==> config.mk <==
export PLATFORM = sky130hd
export DESIGN_NAME = sdo_core
export DESIGN_NICKNAME = d
export VERILOG_FILES = /design/src/sdo_pkg.sv /design/src/sdo_mul.sv /design/src/sdo_core.sv
export SDC_FILE = /design/constraint.sdc
export NUM_CORES = 2
export LEC_CHECK = 0
export BUFFER_PORTS_ARGS = -buffer_cell sky130_fd_sc_hd__buf_2
export CORE_AREA = 3 3 486 440
export CTS_CLUSTER_SIZE = 24
export DETAILED_ROUTE_END_ITERATION = 8
export DIE_AREA = 0 0 489 443
export SYNTH_ARGS = -nofsm -noshare
export SYNTH_HDL_FRONTEND = slang
export SYNTH_SLANG_ARGS = --single-unit
export TNS_END_PERCENT = 50
==> constraint.sdc <==
create_clock -name aclk -period 21 [get_ports aclk]
set_clock_uncertainty 0.1 [all_clocks]
set_input_delay 4.2 -clock aclk [delete_from_list [all_inputs] [get_ports aclk]]
set_output_delay 4.2 -clock aclk [all_outputs]
set_load 0.05 [all_outputs]
==> src/sdo_pkg.sv <==
// Shared types, constants and helper functions of the speed and disturbance observer.
// Used by sdo_mul, sdo_core and speed_disturbance_observer; depends on nothing.
package sdo_pkg;

    // Width of the stored observer states (Q.32 fixed point, 32 to 64 bits).
    localparam int STATE_WIDTH = 48;
    localparam int OUT_WIDTH   = 48;
    localparam int WORD_WIDTH  = 64;
    localparam int CFG_IDX_W   = 3;

    // Register indexes of the configuration port.
    localparam logic [CFG_IDX_W-1:0] CFG_TS          = 3'd0;
    localparam logic [CFG_IDX_W-1:0] CFG_TS_SQ_HALF  = 3'd1;
    localparam logic [CFG_IDX_W-1:0] CFG_K_ANGLE     = 3'd2;
    localparam logic [CFG_IDX_W-1:0] CFG_K_SPEED     = 3'd3;
    localparam logic [CFG_IDX_W-1:0] CFG_K_DIST      = 3'd4;
    localparam logic [CFG_IDX_W-1:0] CFG_TORQUE_GAIN = 3'd5;

    localparam logic signed [WORD_WIDTH-1:0] TS_RESET         = 64'sd3602879701896;
    localparam logic signed [WORD_WIDTH-1:0] TS_SQ_HALF_RESET = 64'sd90071993;

    // Product scaling: coefficient products drop 56 fraction bits, the current product 40.
    localparam int SH_HI = 56;
    localparam int SH_LO = 40;

    localparam logic signed [WORD_WIDTH-1:0] WORD_MAX = {1'b0, {(WORD_WIDTH-1){1'b1}}};
    localparam logic signed [WORD_WIDTH-1:0] WORD_MIN = {1'b1, {(WORD_WIDTH-1){1'b0}}};
    localparam logic signed [STATE_WIDTH-1:0] ST_MAX  = {1'b0, {(STATE_WIDTH-1){1'b1}}};
    localparam logic signed [STATE_WIDTH-1:0] ST_MIN  = {1'b1, {(STATE_WIDTH-1){1'b0}}};

    typedef struct packed {
        logic signed [WORD_WIDTH-1:0] ts;
        logic signed [WORD_WIDTH-1:0] ts_sq_half;
        logic signed [WORD_WIDTH-1:0] k_angle;
        logic signed [WORD_WIDTH-1:0] k_speed;
        logic signed [WORD_WIDTH-1:0] k_dist;
        logic signed [WORD_WIDTH-1:0] torque_gain;
    } cfg_t;

    typedef struct packed {
        logic                         start;
        logic signed [WORD_WIDTH-1:0] a;
        logic signed [WORD_WIDTH-1:0] b;
        logic                         sh_hi;
    } mul_req_t;

    typedef struct packed {
        logic                         done;
        logic signed [WORD_WIDTH-1:0] res;
        logic                         sat;
    } mul_rsp_t;

    typedef struct packed {
        logic [OUT_WIDTH-1:0] err_total;
        logic [OUT_WIDTH-1:0] angle_step;
        logic [OUT_WIDTH-1:0] speed_out;
        logic [OUT_WIDTH-1:0] dist_out;
        logic                 sat_flag;
    } result_t;

    function automatic logic signed [WORD_WIDTH-1:0] st_to_word(
        input logic signed [STATE_WIDTH-1:0] x);
        return WORD_WIDTH'(x);
    endfunction

    function automatic logic [OUT_WIDTH-1:0] st_to_out(
        input logic signed [STATE_WIDTH-1:0] x);
        logic signed [WORD_WIDTH-1:0] w;
        w = WORD_WIDTH'(x);
        return w[OUT_WIDTH-1:0];
    endfunction

endpackage

==> src/sdo_mul.sv <==
// Iterative signed 64 x 64 multiplier with rounding shift and saturation.
// Built on one shared 32 x 32 multiplier; depends on sdo_pkg.
module sdo_mul import sdo_pkg::*; (
    input  logic     aclk,
    input  logic     aresetn,
    input  mul_req_t req,
    output mul_rsp_t rsp
);

    localparam int ACC_W = 2 * WORD_WIDTH;
    localparam int HALF  = WORD_WIDTH / 2;
    localparam logic [2:0] CNT_LAST = 3'd5;

    logic [WORD_WIDTH-1:0]        x_reg, x_next, y_reg, y_next;
    logic                         neg_reg, neg_next, sh_hi_reg, sh_hi_next;
    logic [ACC_W-1:0]             acc_reg, acc_next;
    logic [WORD_WIDTH-1:0]        pp_reg, pp_next;
    logic [1:0]                   pos_reg, pos_next;
    logic [2:0]                   cnt_reg, cnt_next;
    logic                         busy_reg, busy_next, done_reg, done_next;
    logic signed [WORD_WIDTH-1:0] res_reg, res_next;
    logic                         sat_reg, sat_next;

    logic [HALF-1:0]       x_half, y_half;
    logic [ACC_W-1:0]      shifted;
    logic [WORD_WIDTH-1:0] mag_res;
    logic                  hi_nz, ovf;

    always_comb begin
        x_half  = cnt_reg[1] ? x_reg[WORD_WIDTH-1:HALF] : x_reg[HALF-1:0];
        y_half  = cnt_reg[0] ? y_reg[WORD_WIDTH-1:HALF] : y_reg[HALF-1:0];
        shifted = sh_hi_reg ? (acc_reg >> SH_HI) : (acc_reg >> SH_LO);
        hi_nz   = sh_hi_reg ? (|acc_reg[ACC_W-1:WORD_WIDTH+SH_HI])
                            : (|acc_reg[ACC_W-1:WORD_WIDTH+SH_LO]);
        mag_res = shifted[WORD_WIDTH-1:0];
        // Positive results must stay below 2^63, negative ones may reach it.
        ovf     = hi_nz | (mag_res[WORD_WIDTH-1] & (~neg_reg | (|mag_res[WORD_WIDTH-2:0])));

        x_next     = x_reg;
        y_next     = y_reg;
        neg_next   = neg_reg;
        sh_hi_next = sh_hi_reg;
        acc_next   = acc_reg;
        pp_next    = pp_reg;
        pos_next   = pos_reg;
        cnt_next   = cnt_reg;
        busy_next  = busy_reg;
        done_next  = 1'b0;
        res_next   = res_reg;
        sat_next   = sat_reg;

        if (!busy_reg) begin
            if (req.start) begin
                x_next     = req.a[WORD_WIDTH-1] ? (~req.a + 1'b1) : req.a;
                y_next     = req.b[WORD_WIDTH-1] ? (~req.b + 1'b1) : req.b;
                neg_next   = req.a[WORD_WIDTH-1] ^ req.b[WORD_WIDTH-1];
                sh_hi_next = req.sh_hi;
                // Seed the accumulator with the rounding constant.
                acc_next   = req.sh_hi ? (ACC_W'(1) << (SH_HI - 1))
                                       : (ACC_W'(1) << (SH_LO - 1));
                cnt_next   = '0;
                busy_next  = 1'b1;
            end
        end else begin
            if (!cnt_reg[2]) begin
                pp_next  = WORD_WIDTH'(x_half * y_half);
                pos_next = {1'b0, cnt_reg[1]} + {1'b0, cnt_reg[0]};
            end
            if (cnt_reg != 3'd0 && cnt_reg != CNT_LAST) begin
                acc_next = acc_reg + ({{WORD_WIDTH{1'b0}}, pp_reg} << {pos_reg, 5'd0});
            end
            if (cnt_reg == CNT_LAST) begin
                busy_next = 1'b0;
                done_next = 1'b1;
                sat_next  = ovf;
                if (ovf) begin
                    res_next = neg_reg ? WORD_MIN : WORD_MAX;
                end else begin
                    res_next = neg_reg ? signed'(~mag_res + 1'b1) : signed'(mag_res);
                end
            end else begin
                cnt_next = cnt_reg + 3'd1;
            end
        end
    end

    always_ff @(posedge aclk) begin
        if (!aresetn) begin
            busy_reg <= 1'b0;
            done_reg <= 1'b0;
            cnt_reg  <= '0;
        end else begin
            busy_reg <= busy_next;
            done_reg <= done_next;
            cnt_reg  <= cnt_next;
        end
        x_reg     <= x_next;
        y_reg     <= y_next;
        neg_reg   <= neg_next;
        sh_hi_reg <= sh_hi_next;
        acc_reg   <= acc_next;
        pp_reg    <= pp_next;
        pos_reg   <= pos_next;
        res_reg   <= res_next;
        sat_reg   <= sat_next;
    end

    assign rsp.done = done_reg;
    assign rsp.res  = res_reg;
    assign rsp.sat  = sat_reg;

    a_start_idle: assert property (@(posedge aclk) disable iff (!aresetn)
        req.start |-> !busy_reg)
        else $error("multiply started while the unit is busy");

    a_done_pulse: assert property (@(posedge aclk) disable iff (!aresetn)
        done_reg |=> !done_reg)
        else $error("multiply done held for more than one cycle");

    a_last_done: assert property (@(posedge aclk) disable iff (!aresetn)
        (busy_reg && cnt_reg == CNT_LAST) |=> (done_reg && !busy_reg))
        else $error("multiply did not finish after its last partial product");

endmodule

==> src/sdo_core.sv <==
// Observer sequencer: step list, saturating adder, state registers and multiplier issue.
// Depends on sdo_pkg and instantiates sdo_mul.
module sdo_core import sdo_pkg::*; (
    input  logic                  aclk,
    input  logic                  aresetn,
    input  cfg_t                  cfg,
    input  logic                  start,
    input  logic signed [31:0]    iq,
    input  logic signed [47:0]    meas,
    input  logic                  out_free,
    output logic                  idle,
    output logic                  finish,
    output result_t               res
);

    localparam logic [2:0] S_IDLE     = 3'd0;
    localparam logic [2:0] S_ALU      = 3'd1;
    localparam logic [2:0] S_MUL_GO   = 3'd2;
    localparam logic [2:0] S_MUL_WAIT = 3'd3;
    localparam logic [2:0] S_FIN      = 3'd4;

    localparam logic [3:0] ST_ACC_ADD = 4'd0;
    localparam logic [3:0] ST_ACC_SUB = 4'd1;
    localparam logic [3:0] ST_U_MUL   = 4'd2;
    localparam logic [3:0] ST_DU_ADD  = 4'd3;
    localparam logic [3:0] ST_AP0_MUL = 4'd4;
    localparam logic [3:0] ST_AP0_ADD = 4'd5;
    localparam logic [3:0] ST_AP1_MUL = 4'd6;
    localparam logic [3:0] ST_AP1_ADD = 4'd7;
    localparam logic [3:0] ST_AP2_MUL = 4'd8;
    localparam logic [3:0] ST_AP2_ADD = 4'd9;
    localparam logic [3:0] ST_W0_MUL  = 4'd10;
    localparam logic [3:0] ST_W0_ADD  = 4'd11;
    localparam logic [3:0] ST_W1_MUL  = 4'd12;
    localparam logic [3:0] ST_W1_ADD  = 4'd13;
    localparam logic [3:0] ST_D_MUL   = 4'd14;
    localparam logic [3:0] ST_D_ADD   = 4'd15;

    logic [2:0] state_reg, state_next;
    logic [3:0] step_reg, step_next;
    logic       sat_reg, sat_next;

    logic signed [STATE_WIDTH-1:0] err_reg, err_next, ap_reg, ap_next;
    logic signed [STATE_WIDTH-1:0] w_reg, w_next, d_reg, d_next;
    logic signed [STATE_WIDTH-1:0] e_n_reg, e_n_next, ap_n_reg, ap_n_next;
    logic signed [STATE_WIDTH-1:0] w_n_reg, w_n_next, d_n_reg, d_n_next;
    logic signed [WORD_WIDTH-1:0]  iq_reg, iq_next, meas_reg, meas_next;
    logic signed [WORD_WIDTH-1:0]  t_reg, t_next, du_reg, du_next;

    mul_req_t mreq;
    mul_rsp_t mrsp;

    logic signed [WORD_WIDTH-1:0]  alu_a, alu_b, alu_sat;
    logic                          alu_sub, alu_clamp;
    logic signed [WORD_WIDTH:0]    sum;
    logic                          ovf, fits, alu_flag;
    logic [WORD_WIDTH-STATE_WIDTH:0] top_bits;
    logic signed [STATE_WIDTH-1:0] alu_st;

    sdo_mul u_mul (
        .aclk    (aclk),
        .aresetn (aresetn),
        .req     (mreq),
        .rsp     (mrsp)
    );

    // Operand selection for the shared adder.
    always_comb begin
        alu_a     = '0;
        alu_b     = '0;
        alu_sub   = 1'b0;
        alu_clamp = 1'b0;
        case (step_reg)
            ST_ACC_ADD: begin
                alu_a = st_to_word(err_reg);
                alu_b = meas_reg;
            end
            ST_ACC_SUB: begin
                alu_a     = t_reg;
                alu_b     = st_to_word(ap_reg);
                alu_sub   = 1'b1;
                alu_clamp = 1'b1;
            end
            ST_DU_ADD: begin
                alu_a = st_to_word(d_reg);
                alu_b = mrsp.res;
            end
            ST_AP0_ADD: begin
                alu_b = mrsp.res;
            end
            ST_AP1_ADD: begin
                alu_a = t_reg;
                alu_b = mrsp.res;
            end
            ST_AP2_ADD, ST_W1_ADD: begin
                alu_a     = t_reg;
                alu_b     = mrsp.res;
                alu_clamp = 1'b1;
            end
            ST_W0_ADD: begin
                alu_a = st_to_word(w_reg);
                alu_b = mrsp.res;
            end
            ST_D_ADD: begin
                alu_a     = st_to_word(d_reg);
                alu_b     = mrsp.res;
                alu_clamp = 1'b1;
            end
            default: begin
                alu_a = '0;
            end
        endcase

        sum      = alu_sub ? ((WORD_WIDTH+1)'(alu_a) - (WORD_WIDTH+1)'(alu_b))
                           : ((WORD_WIDTH+1)'(alu_a) + (WORD_WIDTH+1)'(alu_b));
        ovf      = sum[WORD_WIDTH] != sum[WORD_WIDTH-1];
        alu_sat  = ovf ? (sum[WORD_WIDTH] ? WORD_MIN : WORD_MAX) : sum[WORD_WIDTH-1:0];
        top_bits = alu_sat[WORD_WIDTH-1:STATE_WIDTH-1];
        fits     = (&top_bits) | (~|top_bits);
        alu_st   = fits ? alu_sat[STATE_WIDTH-1:0]
                        : (alu_sat[WORD_WIDTH-1] ? ST_MIN : ST_MAX);
        alu_flag = ovf | (alu_clamp & ~fits);
    end

    // Multiplier operands for each multiply step.
    always_comb begin
        mreq.start = (state_reg == S_MUL_GO);
        mreq.a     = '0;
        mreq.b     = '0;
        mreq.sh_hi = 1'b1;
        case (step_reg)
            ST_U_MUL: begin
                mreq.a     = iq_reg;
                mreq.b     = cfg.torque_gain;
                mreq.sh_hi = 1'b0;
            end
            ST_AP0_MUL: begin
                mreq.a = cfg.ts;
                mreq.b = st_to_word(w_reg);
            end
            ST_AP1_MUL: begin
                mreq.a = cfg.ts_sq_half;
                mreq.b = du_reg;
            end
            ST_AP2_MUL: begin
                mreq.a = cfg.k_angle;
                mreq.b = st_to_word(e_n_reg);
            end
            ST_W0_MUL: begin
                mreq.a = cfg.ts;
                mreq.b = du_reg;
            end
            ST_W1_MUL: begin
                mreq.a = cfg.k_speed;
                mreq.b = st_to_word(e_n_reg);
            end
            ST_D_MUL: begin
                mreq.a = cfg.k_dist;
                mreq.b = st_to_word(e_n_reg);
            end
            default: begin
                mreq.a = '0;
            end
        endcase
    end

    // Sequencer.
    always_comb begin
        state_next = state_reg;
        step_next  = step_reg;
        sat_next   = sat_reg;
        err_next   = err_reg;
        ap_next    = ap_reg;
        w_next     = w_reg;
        d_next     = d_reg;
        e_n_next   = e_n_reg;
        ap_n_next  = ap_n_reg;
        w_n_next   = w_n_reg;
        d_n_next   = d_n_reg;
        iq_next    = iq_reg;
        meas_next  = meas_reg;
        t_next     = t_reg;
        du_next    = du_reg;

        case (state_reg)
            S_IDLE: begin
                if (start) begin
                    iq_next    = WORD_WIDTH'(iq);
                    meas_next  = WORD_WIDTH'(meas);
                    sat_next   = 1'b0;
                    step_next  = ST_ACC_ADD;
                    state_next = S_ALU;
                end
            end
            S_ALU: begin
                sat_next = sat_reg | alu_flag;
                case (step_reg)
                    ST_ACC_SUB: e_n_next  = alu_st;
                    ST_DU_ADD:  du_next   = alu_sat;
                    ST_AP2_ADD: ap_n_next = alu_st;
                    ST_W1_ADD:  w_n_next  = alu_st;
                    ST_D_ADD:   d_n_next  = alu_st;
                    default:    t_next    = alu_sat;
                endcase
                if (step_reg == ST_D_ADD) begin
                    state_next = S_FIN;
                end else begin
                    step_next  = step_reg + 4'd1;
                    state_next = (step_reg == ST_ACC_ADD) ? S_ALU : S_MUL_GO;
                end
            end
            S_MUL_GO: begin
                state_next = S_MUL_WAIT;
            end
            S_MUL_WAIT: begin
                if (mrsp.done) begin
                    sat_next   = sat_reg | mrsp.sat;
                    step_next  = step_reg + 4'd1;
                    state_next = S_ALU;
                end
            end
            S_FIN: begin
                if (out_free) begin
                    err_next   = e_n_reg;
                    ap_next    = ap_n_reg;
                    w_next     = w_n_reg;
                    d_next     = d_n_reg;
                    state_next = S_IDLE;
                end
            end
            default: begin
                state_next = S_IDLE;
            end
        endcase
    end

    always_ff @(posedge aclk) begin
        if (!aresetn) begin
            state_reg <= S_IDLE;
            step_reg  <= ST_ACC_ADD;
            sat_reg   <= 1'b0;
            err_reg   <= '0;
            ap_reg    <= '0;
            w_reg     <= '0;
            d_reg     <= '0;
        end else begin
            state_reg <= state_next;
            step_reg  <= step_next;
            sat_reg   <= sat_next;
            err_reg   <= err_next;
            ap_reg    <= ap_next;
            w_reg     <= w_next;
            d_reg     <= d_next;
        end
        e_n_reg  <= e_n_next;
        ap_n_reg <= ap_n_next;
        w_n_reg  <= w_n_next;
        d_n_reg  <= d_n_next;
        iq_reg   <= iq_next;
        meas_reg <= meas_next;
        t_reg    <= t_next;
        du_reg   <= du_next;
    end

    assign idle   = (state_reg == S_IDLE);
    assign finish = (state_reg == S_FIN) && out_free;

    assign res.err_total  = st_to_out(e_n_reg);
    assign res.angle_step = st_to_out(ap_n_reg);
    assign res.speed_out  = st_to_out(w_n_reg);
    assign res.dist_out   = st_to_out(d_n_reg);
    assign res.sat_flag   = sat_reg;

    a_done_when_waiting: assert property (@(posedge aclk) disable iff (!aresetn)
        mrsp.done |-> (state_reg == S_MUL_WAIT))
        else $error("multiplier result arrived while the sequencer was not waiting");

    a_start_only_idle: assert property (@(posedge aclk) disable iff (!aresetn)
        start |-> (state_reg == S_IDLE))
        else $error("transaction started while an update is in progress");

    a_commit_to_idle: assert property (@(posedge aclk) disable iff (!aresetn)
        finish |=> (state_reg == S_IDLE && err_reg == $past(e_n_reg)))
        else $error("state commit did not return the sequencer to idle");

endmodule

**Word-level counts from Yosys, hierarchy flattened**

Index checks and enable logic that the tools add are counted.

- Bits in registers: 994
- Bits in read-only memories: 0
- Input port bits: 468
- Memory bits (writable): 0
- Memories: 0
- Bits in latches: 0

- Bitwise logic cells: 17
- Shift-type cells: 1
- Reduce and logical (&&, ||, !) cells: 38
- Order comparisons: 0
- Add/sub/neg operators: 9
- Divide/modulo/power cells: 0
- $mul: 1
- Multiplexer cells: 45
- Eq/ne operators: 28

Operators by type and width:

| kind | number |
|---|---|
| 64-bit case mux with 4 select lines | 2 |
| 128-bit 2-to-1 mux | 3 |
| 64-bit 2-to-1 mux | 6 |
| 64-bit case mux with 6 select lines | 1 |
| 64-bit by 1-bit adder with 64-bit output, second input constant | 3 |
| 64-bit NOT | 3 |
| 64-bit case mux with 3 select lines | 1 |
| 128-bit adder | 1 |
| 64-bit by 7-bit left shift with 128-bit output | 1 |
| 63-bit 2-to-1 mux | 2 |
| 48-bit 2-to-1 mux | 2 |
| 64-bit by 64-bit adder with 65-bit output | 1 |
| 65-bit 2-to-1 mux | 1 |
| 64-bit by 64-bit subtractor with 65-bit output | 1 |
| 32-bit by 32-bit multiplier with 64-bit output | 1 |
| 32-bit 2-to-1 mux | 2 |
| 63-bit OR reduction | 1 |
| 56-bit 2-to-1 mux | 1 |
| 4-bit == test, second input constant | 8 |
| 2-bit AND reduction | 14 |
| 24-bit OR reduction | 1 |
| 3-bit 2-to-1 mux | 7 |
| 17-bit AND reduction | 1 |
| 17-bit OR reduction | 1 |
| other kinds (37) | 74 |

**Logic depth before layout (Yosys ltp)**

- Word-level depth: 15
- Mapped depth: 45

**Hierarchy**

A second synthesis with hierarchy kept.

- Cells, all modules: 10,191
- Area, all modules: 93,474.6 sq um

By module, submodules not included:

| module | area an instance (sq um) | cells each | instances |
|---|---|---|---|
| sdo_mul | 61,348.8 | 6,837 | 1 |
| sdo_core | 32,125.8 | 3,354 | 1 |

**Worst setup path before layout**

OpenSTA, ideal clock, no wires.

- Path kind: register to register
- From: register state_reg[1]
- To: register u_mul.acc_reg[0], enable pin
- Setup time: 0.486 ns
- Stages on the path, launching flop included: 5
- Clock period less this slack: 16.366 ns
- Path slack: 4.634 ns
- Arrival: 15.780 ns
- Cell sequence: dfxtp_1 -> clkbuf_1 -> inv_1 -> nor4_1 -> a21o_1

- Word-level cells in the longest chain between the ends: 3

RTL lines:

| item | RTL line | source |
|---|---|---|
| from (decl) | sdo_core.sv:39 | `logic [2:0] state_reg, state_next;` |
| from (signal assigned) | sdo_core.sv:247 | `state_reg <= state_next;` |
| 3-bit by 2-bit == test with 1-bit output | sdo_core.sv:127 | `mreq.start = (state_reg == S_MUL_GO);` |
| 2-bit nonzero test (no source line) | -- |  |
| 2-bit AND reduction (no source line) | -- |  |
| to (signal assigned) | sdo_mul.sv:101 | `acc_reg <= acc_next;` |
| to (decl) | sdo_mul.sv:16 | `logic [ACC_W-1:0] acc_reg, acc_next;` |

No other way between the ends.
A chain may end at the register's enable or synchronous reset.

**Worst setup path in the final report**

- From: register step_reg[1]
- To: register w_n_reg[33], data pin

- Word-level cells in the longest chain between the ends: 11

RTL lines:

| item | RTL line | source |
|---|---|---|
| from (decl) | sdo_core.sv:40 | `logic [3:0] step_reg, step_next;` |
| from (signal assigned) | sdo_core.sv:248 | `step_reg <= step_next;` |
| 4-bit == test (tied with other cells) | sdo_core.sv:73 | `case (step_reg)` |
| 7-bit OR reduction (no source line) (tied with other cells) | -- |  |
| 64-bit case mux with 3 select lines or 64-bit case mux with 4 select lines (tied branches) | sdo_core.sv:73 |  |
| 64-bit by 64-bit adder with 65-bit output or 64-bit by 64-bit subtractor with 65-bit output (tied branches) | sdo_core.sv:115, sdo_core.sv:114 |  |
| 65-bit 2-to-1 mux * | sdo_core.sv:114 | `sum = alu_sub ? ((WORD_WIDTH+1)'(alu_a) - (WORD_WIDTH+1)'(alu_b))` |
| 64-bit 2-to-1 mux or 1-bit != test (tied branches) | sdo_core.sv:117, sdo_core.sv:116 |  |
| 64-bit 2-to-1 mux * | sdo_core.sv:117 | `alu_sat = ovf ? (sum[WORD_WIDTH] ? WORD_MIN : WORD_MAX) : sum[WORD_WIDTH-1:0];` |
| 17-bit OR reduction | sdo_core.sv:119 | `fits = (&top_bits) \| (~\|top_bits);` |
| 1-bit logical NOT | sdo_core.sv:119 |  |
| 1-bit OR | sdo_core.sv:119 |  |
| 48-bit 2-to-1 mux * | sdo_core.sv:120 | `alu_st = fits ? alu_sat[STATE_WIDTH-1:0]` |
| via alu_st[33] | sdo_core.sv:58 | `logic signed [STATE_WIDTH-1:0] alu_st;` |
| to (signal assigned) | sdo_core.sv:257 | `w_n_reg <= w_n_next;` |
| to (decl) | sdo_core.sv:46 | `logic signed [STATE_WIDTH-1:0] w_n_reg, w_n_next, d_n_reg, d_n_next;` |

The timed path passes the listed nets; every way through them passes the cells marked *.

==> reports/qor.json <==
{
  "placed_design": {
    "dp_worst_setup_slack_ns": 9.46,
    "gp_routability_congestion": 1.03,
    "placed_cell_area_um2": 99600,
    "placed_cells_incl_taps": 13100,
    "buffer_ports.inserted": 662,
    "detailed_place_hpwl_um": 305000
  },
  "worst_hold_path": {
    "worst_hold_path_type": "reg2reg"
  },
  "critical_path": {
    "cp_data_required_time_ns": 21.38,
    "crit_path_end": "w_n_reg[33]",
    "crit_start": "step_reg[1]",
    "critical_path.most_common_cell": "sky130_fd_sc_hd__a21oi_1",
    "crit_path_start_kind": "register",
    "timing.critical_path.to_type": "register",
    "critical_path.max_stage_delay_ns": 0.72,
    "timing_worst_setup_path_type": "reg2reg",
    "worstSetupPathDepth": 37,
    "reg2reg_depth": 37,
    "worst_path_dominant_cell_family": "simple AND/OR/NAND/NOR gates",
    "critical_path_buf_inv_count": 3,
    "worst_path_max_delay_cell": "sky130_fd_sc_hd__nor3_1",
    "crit-reg2reg-launch": "step_reg[1]",
    "regToRegEndpoint": "w_n_reg[33]",
    "worst_reg_to_reg_setup_slack_ns": 8.88,
    "critical_path.max_fanout": 80,
    "crit_arrival_ns": 12.50
  },
  "sta": {
    "post-route-period-util_pct": 57.7,
    "setup_viol": 0,
    "timing.final.max_slew_violations": 1,
    "number_of_hold_violations_in_the_final_report": 0,
    "setup_total_negative_slack_ns": 0,
    "timing.final.ws_setup_ns": 8.88,
    "worst_pin_slew_ns": 1.47,
    "minimum_clock_period_after_layout_ns": 12.12,
    "rsz0062_at_grt": "no",
    "maximum_operating_frequency_mhz": 82.5,
    "max-slew-margin-rel_pct": -0.407
  },
  "grt": {
    "grt_max_degree": 173,
    "global_route.overflow_total": 0,
    "grt_use_total_pct": 35.2,
    "grt_first_pass_wirelength_um": 557000,
    "grt_antenna_before_repair": 18,
    "grt_pass1_vias": 78300
  },
  "drt": {
    "totalWireLength_um": 389000,
    "initialDrtViolationCount": 10200,
    "dr_total_vias": 81400,
    "route.antenna.remaining_nets": 0,
    "post_drt_wl_per_cell_um": 29.2,
    "routed_via_density": 6.10,
    "drcViolationCount": 5,
    "drt-pass1-iter-count": 9
  },
  "final_layout": {
    "final_cell_count_no_fill": 13300,
    "multi_input_comb_area_um2": 59600,
    "total_area_of_sequential_cells_um2": 27800,
    "largest_reg_flops": 128,
    "post-route-util_pct": 49.6,
    "n_fill_cell": 19600,
    "area_delta_synth_final_pct": 10.3,
    "finish.net_count": 12300,
    "fin_area_um2": 103000,
    "final_layout_size_suffix_gt1_share_pct": 11.4
  },
  "yosys": {
    "synthTopCellsByArea": "sky130_fd_sc_hd__edfxtp_1 (25%), sky130_fd_sc_hd__fa_1 (19%), sky130_fd_sc_hd__nand2_1 (7.0%), sky130_fd_sc_hd__ha_1 (6.2%), sky130_fd_sc_hd__inv_1 (4.6%)",
    "synth-edff-count": 789,
    "yosys.cell_types.count": 105,
    "syn-num-nets": 12000,
    "async_flop_share_pct": 0,
    "synth_seq_cells": 994,
    "synth_cells": 10200,
    "synthTopCellsByCount": "sky130_fd_sc_hd__nand2_1 (1,747), sky130_fd_sc_hd__inv_1 (1,140), sky130_fd_sc_hd__fa_1 (898)",
    "synthDominantAreaCellType": "sky130_fd_sc_hd__edfxtp_1",
    "synth_most_common_cell": "sky130_fd_sc_hd__nand2_1",
    "ys_warn_count": 0,
    "synth_top_flop_cell": "sky130_fd_sc_hd__edfxtp_1",
    "sequential_to_total_area_share_from_yosys_stat_pct": 29.6,
    "syn_avg_cell_area_um2": 9.21,
    "synthDominantCellAreaShare_pct": 25.3,
    "syn_area_um2": 93800
  },
  "clock_network": {
    "clockRootBuffer": "sky130_fd_sc_hd__clkbuf_16",
    "number_of_buffers_added_by_the_clock_tree_synthesis_step": 110,
    "worstSkewPairLatency_ns": 0.83,
    "postCtsResizedCells": 0,
    "clock_tree_from_tritoncts": "built",
    "htreeDepth": 3,
    "cts-root-to-sink-buffers": 3,
    "postCtsHoldBufs": 0,
    "post-cts-setup-buffers": 0,
    "numClockSinks": 994,
    "clk_transition_reported_paths_ns": 0.06
  },
  "die": {
    "placement_rows": 159,
    "fp.dieH_um": 443,
    "floorplan.core_area_um2": 209000,
    "die-area_um2": 217000,
    "chipWidth_um": 489,
    "ioPinCount": 663,
    "initial_core_util_pct": 44.9
  },
  "run": {
    "maxCapViolCount": 1
  },
  "outcome": {
    "failed_checks": "design-rule violations, max-capacitance violations, max-slew violations",
    "result_of_the_run": "finished, violations left"
  },
  "power_and_ir_drop": {
    "powerDensity_nw_per_um2": 176,
    "static-leakage-power_nw": 44.8,
    "ir_drop_mv": 0.748
  }
}
## per-stage QoR
step | hold slack [ns] | total power [W]
after global placement | 0.349 | 0.0160
after global routing | 0.380 | 0.0194
after floorplan | 0.339 | 0.0115
after detailed placement | 0.359 | 0.0161
after CTS | 0.367 | 0.0182
final | 0.368 | 0.0182
## worst min-delay path by stage
stage | startpoint | to | slack, ns | cells after the start
5_1_grt | err_reg[45] | err_reg[45] | 0.38 | 2
2_1_floorplan | err_reg[47] | err_reg[47] | 0.34 | 2
3_3_place_gp | err_reg[47] | err_reg[47] | 0.35 | 2
3_5_place_dp | d_reg[33] | d_reg[33] | 0.36 | 2
4_1_cts | d_reg[33] | d_reg[33] | 0.37 | 2
6_report | d_reg[33] | d_reg[33] | 0.37 | 2
## layout by cell type, fill, tap and decap left out, types with 56 or more instances in the layout
| cell | n |
|---|---|
| sky130_fd_sc_hd__dfxtp_1 | 200 |
| sky130_fd_sc_hd__a222oi_1 | 81 |
| sky130_fd_sc_hd__a21oi_1 | 477 |
| sky130_fd_sc_hd__a21o_1 | 193 |
| sky130_fd_sc_hd__nand2_1 | 1746 |
| sky130_fd_sc_hd__a31oi_1 | 63 |
| sky130_fd_sc_hd__nand2b_1 | 60 |
| sky130_fd_sc_hd__nand3_1 | 92 |
| sky130_fd_sc_hd__a221oi_1 | 64 |
| sky130_fd_sc_hd__o21bai_1 | 56 |
| sky130_fd_sc_hd__nand4_1 | 97 |
| sky130_fd_sc_hd__mux2_2 | 87 |
| sky130_fd_sc_hd__o21ai_0 | 364 |
| sky130_fd_sc_hd__a22o_1 | 59 |
| sky130_fd_sc_hd__clkbuf_16 | 113 |
| sky130_fd_sc_hd__and3_1 | 68 |
| sky130_fd_sc_hd__ha_1 | 463 |
| sky130_fd_sc_hd__nor2b_1 | 94 |
| sky130_fd_sc_hd__buf_2 | 661 |
| sky130_fd_sc_hd__xnor2_1 | 220 |
| sky130_fd_sc_hd__a21boi_0 | 205 |
| sky130_fd_sc_hd__nor3_1 | 95 |
| sky130_fd_sc_hd__a22oi_1 | 106 |
| sky130_fd_sc_hd__inv_1 | 1138 |
| sky130_fd_sc_hd__and2_1 | 203 |
| sky130_fd_sc_hd__fa_1 | 898 |
| sky130_fd_sc_hd__nor2_1 | 616 |
| sky130_fd_sc_hd__xor2_1 | 185 |
| sky130_fd_sc_hd__mux2i_1 | 147 |
| sky130_fd_sc_hd__buf_4 | 156 |
| sky130_fd_sc_hd__edfxtp_1 | 789 |
## routing by layer
layer / global-route usage (%) / routed length [um]
met1: 48.7 / 160000
met2: 51.6 / 166000
met3: 7.67 / 38400
met4: 17.9 / 24500
met5: 0 / 36
## tightest hold or removal path, stage by stage, from the launching register on
cell and delay (ns):
sky130_fd_sc_hd__dfxtp_1 0.31, sky130_fd_sc_hd__nand2_1 0.05, sky130_fd_sc_hd__a21boi_0 0.06
## power breakdown
| part | switching, W | internal, W | leakage (nW) |
|---|---|---|---|
| clock network | 0.000899 | 0.00113 | 1.84 |
| registers | 0.0000888 | 0.00289 | 8.87 |
| logic | 0.00835 | 0.00480 | 34.0 |
## cells by family (layout without fill, tap and decap cells)
logic type | count (synthesis) | count (layout) | synth area share [%]
adders and majority gates | 1365 | 1365 | 25.4
buffers and inverters | 1764 | 2172 | 7.18
muxes | 251 | 251 | 2.84
and+or+nand+nor | 3305 | 3305 | 15.8
AOI/OAI and AO/OA | 2100 | 2100 | 15.4
other | 0 | 12 | 0
xor gates and xnor gates | 405 | 405 | 3.78
DFF | 994 | 994 | 29.6
## area by class of cell
type	count	area share, %
Multi-Input combinational cell	7426	57.6
Sequential cell	994	26.9
Timing Repair Buffer	820	4.38
Inverter	1142	4.15
Tap cell	2737	3.31
Clock buffer	147	2.93
Clock inverter	63	0.726
Antenna cell	12	0.0290
Power figures use the tool's default switching activity.
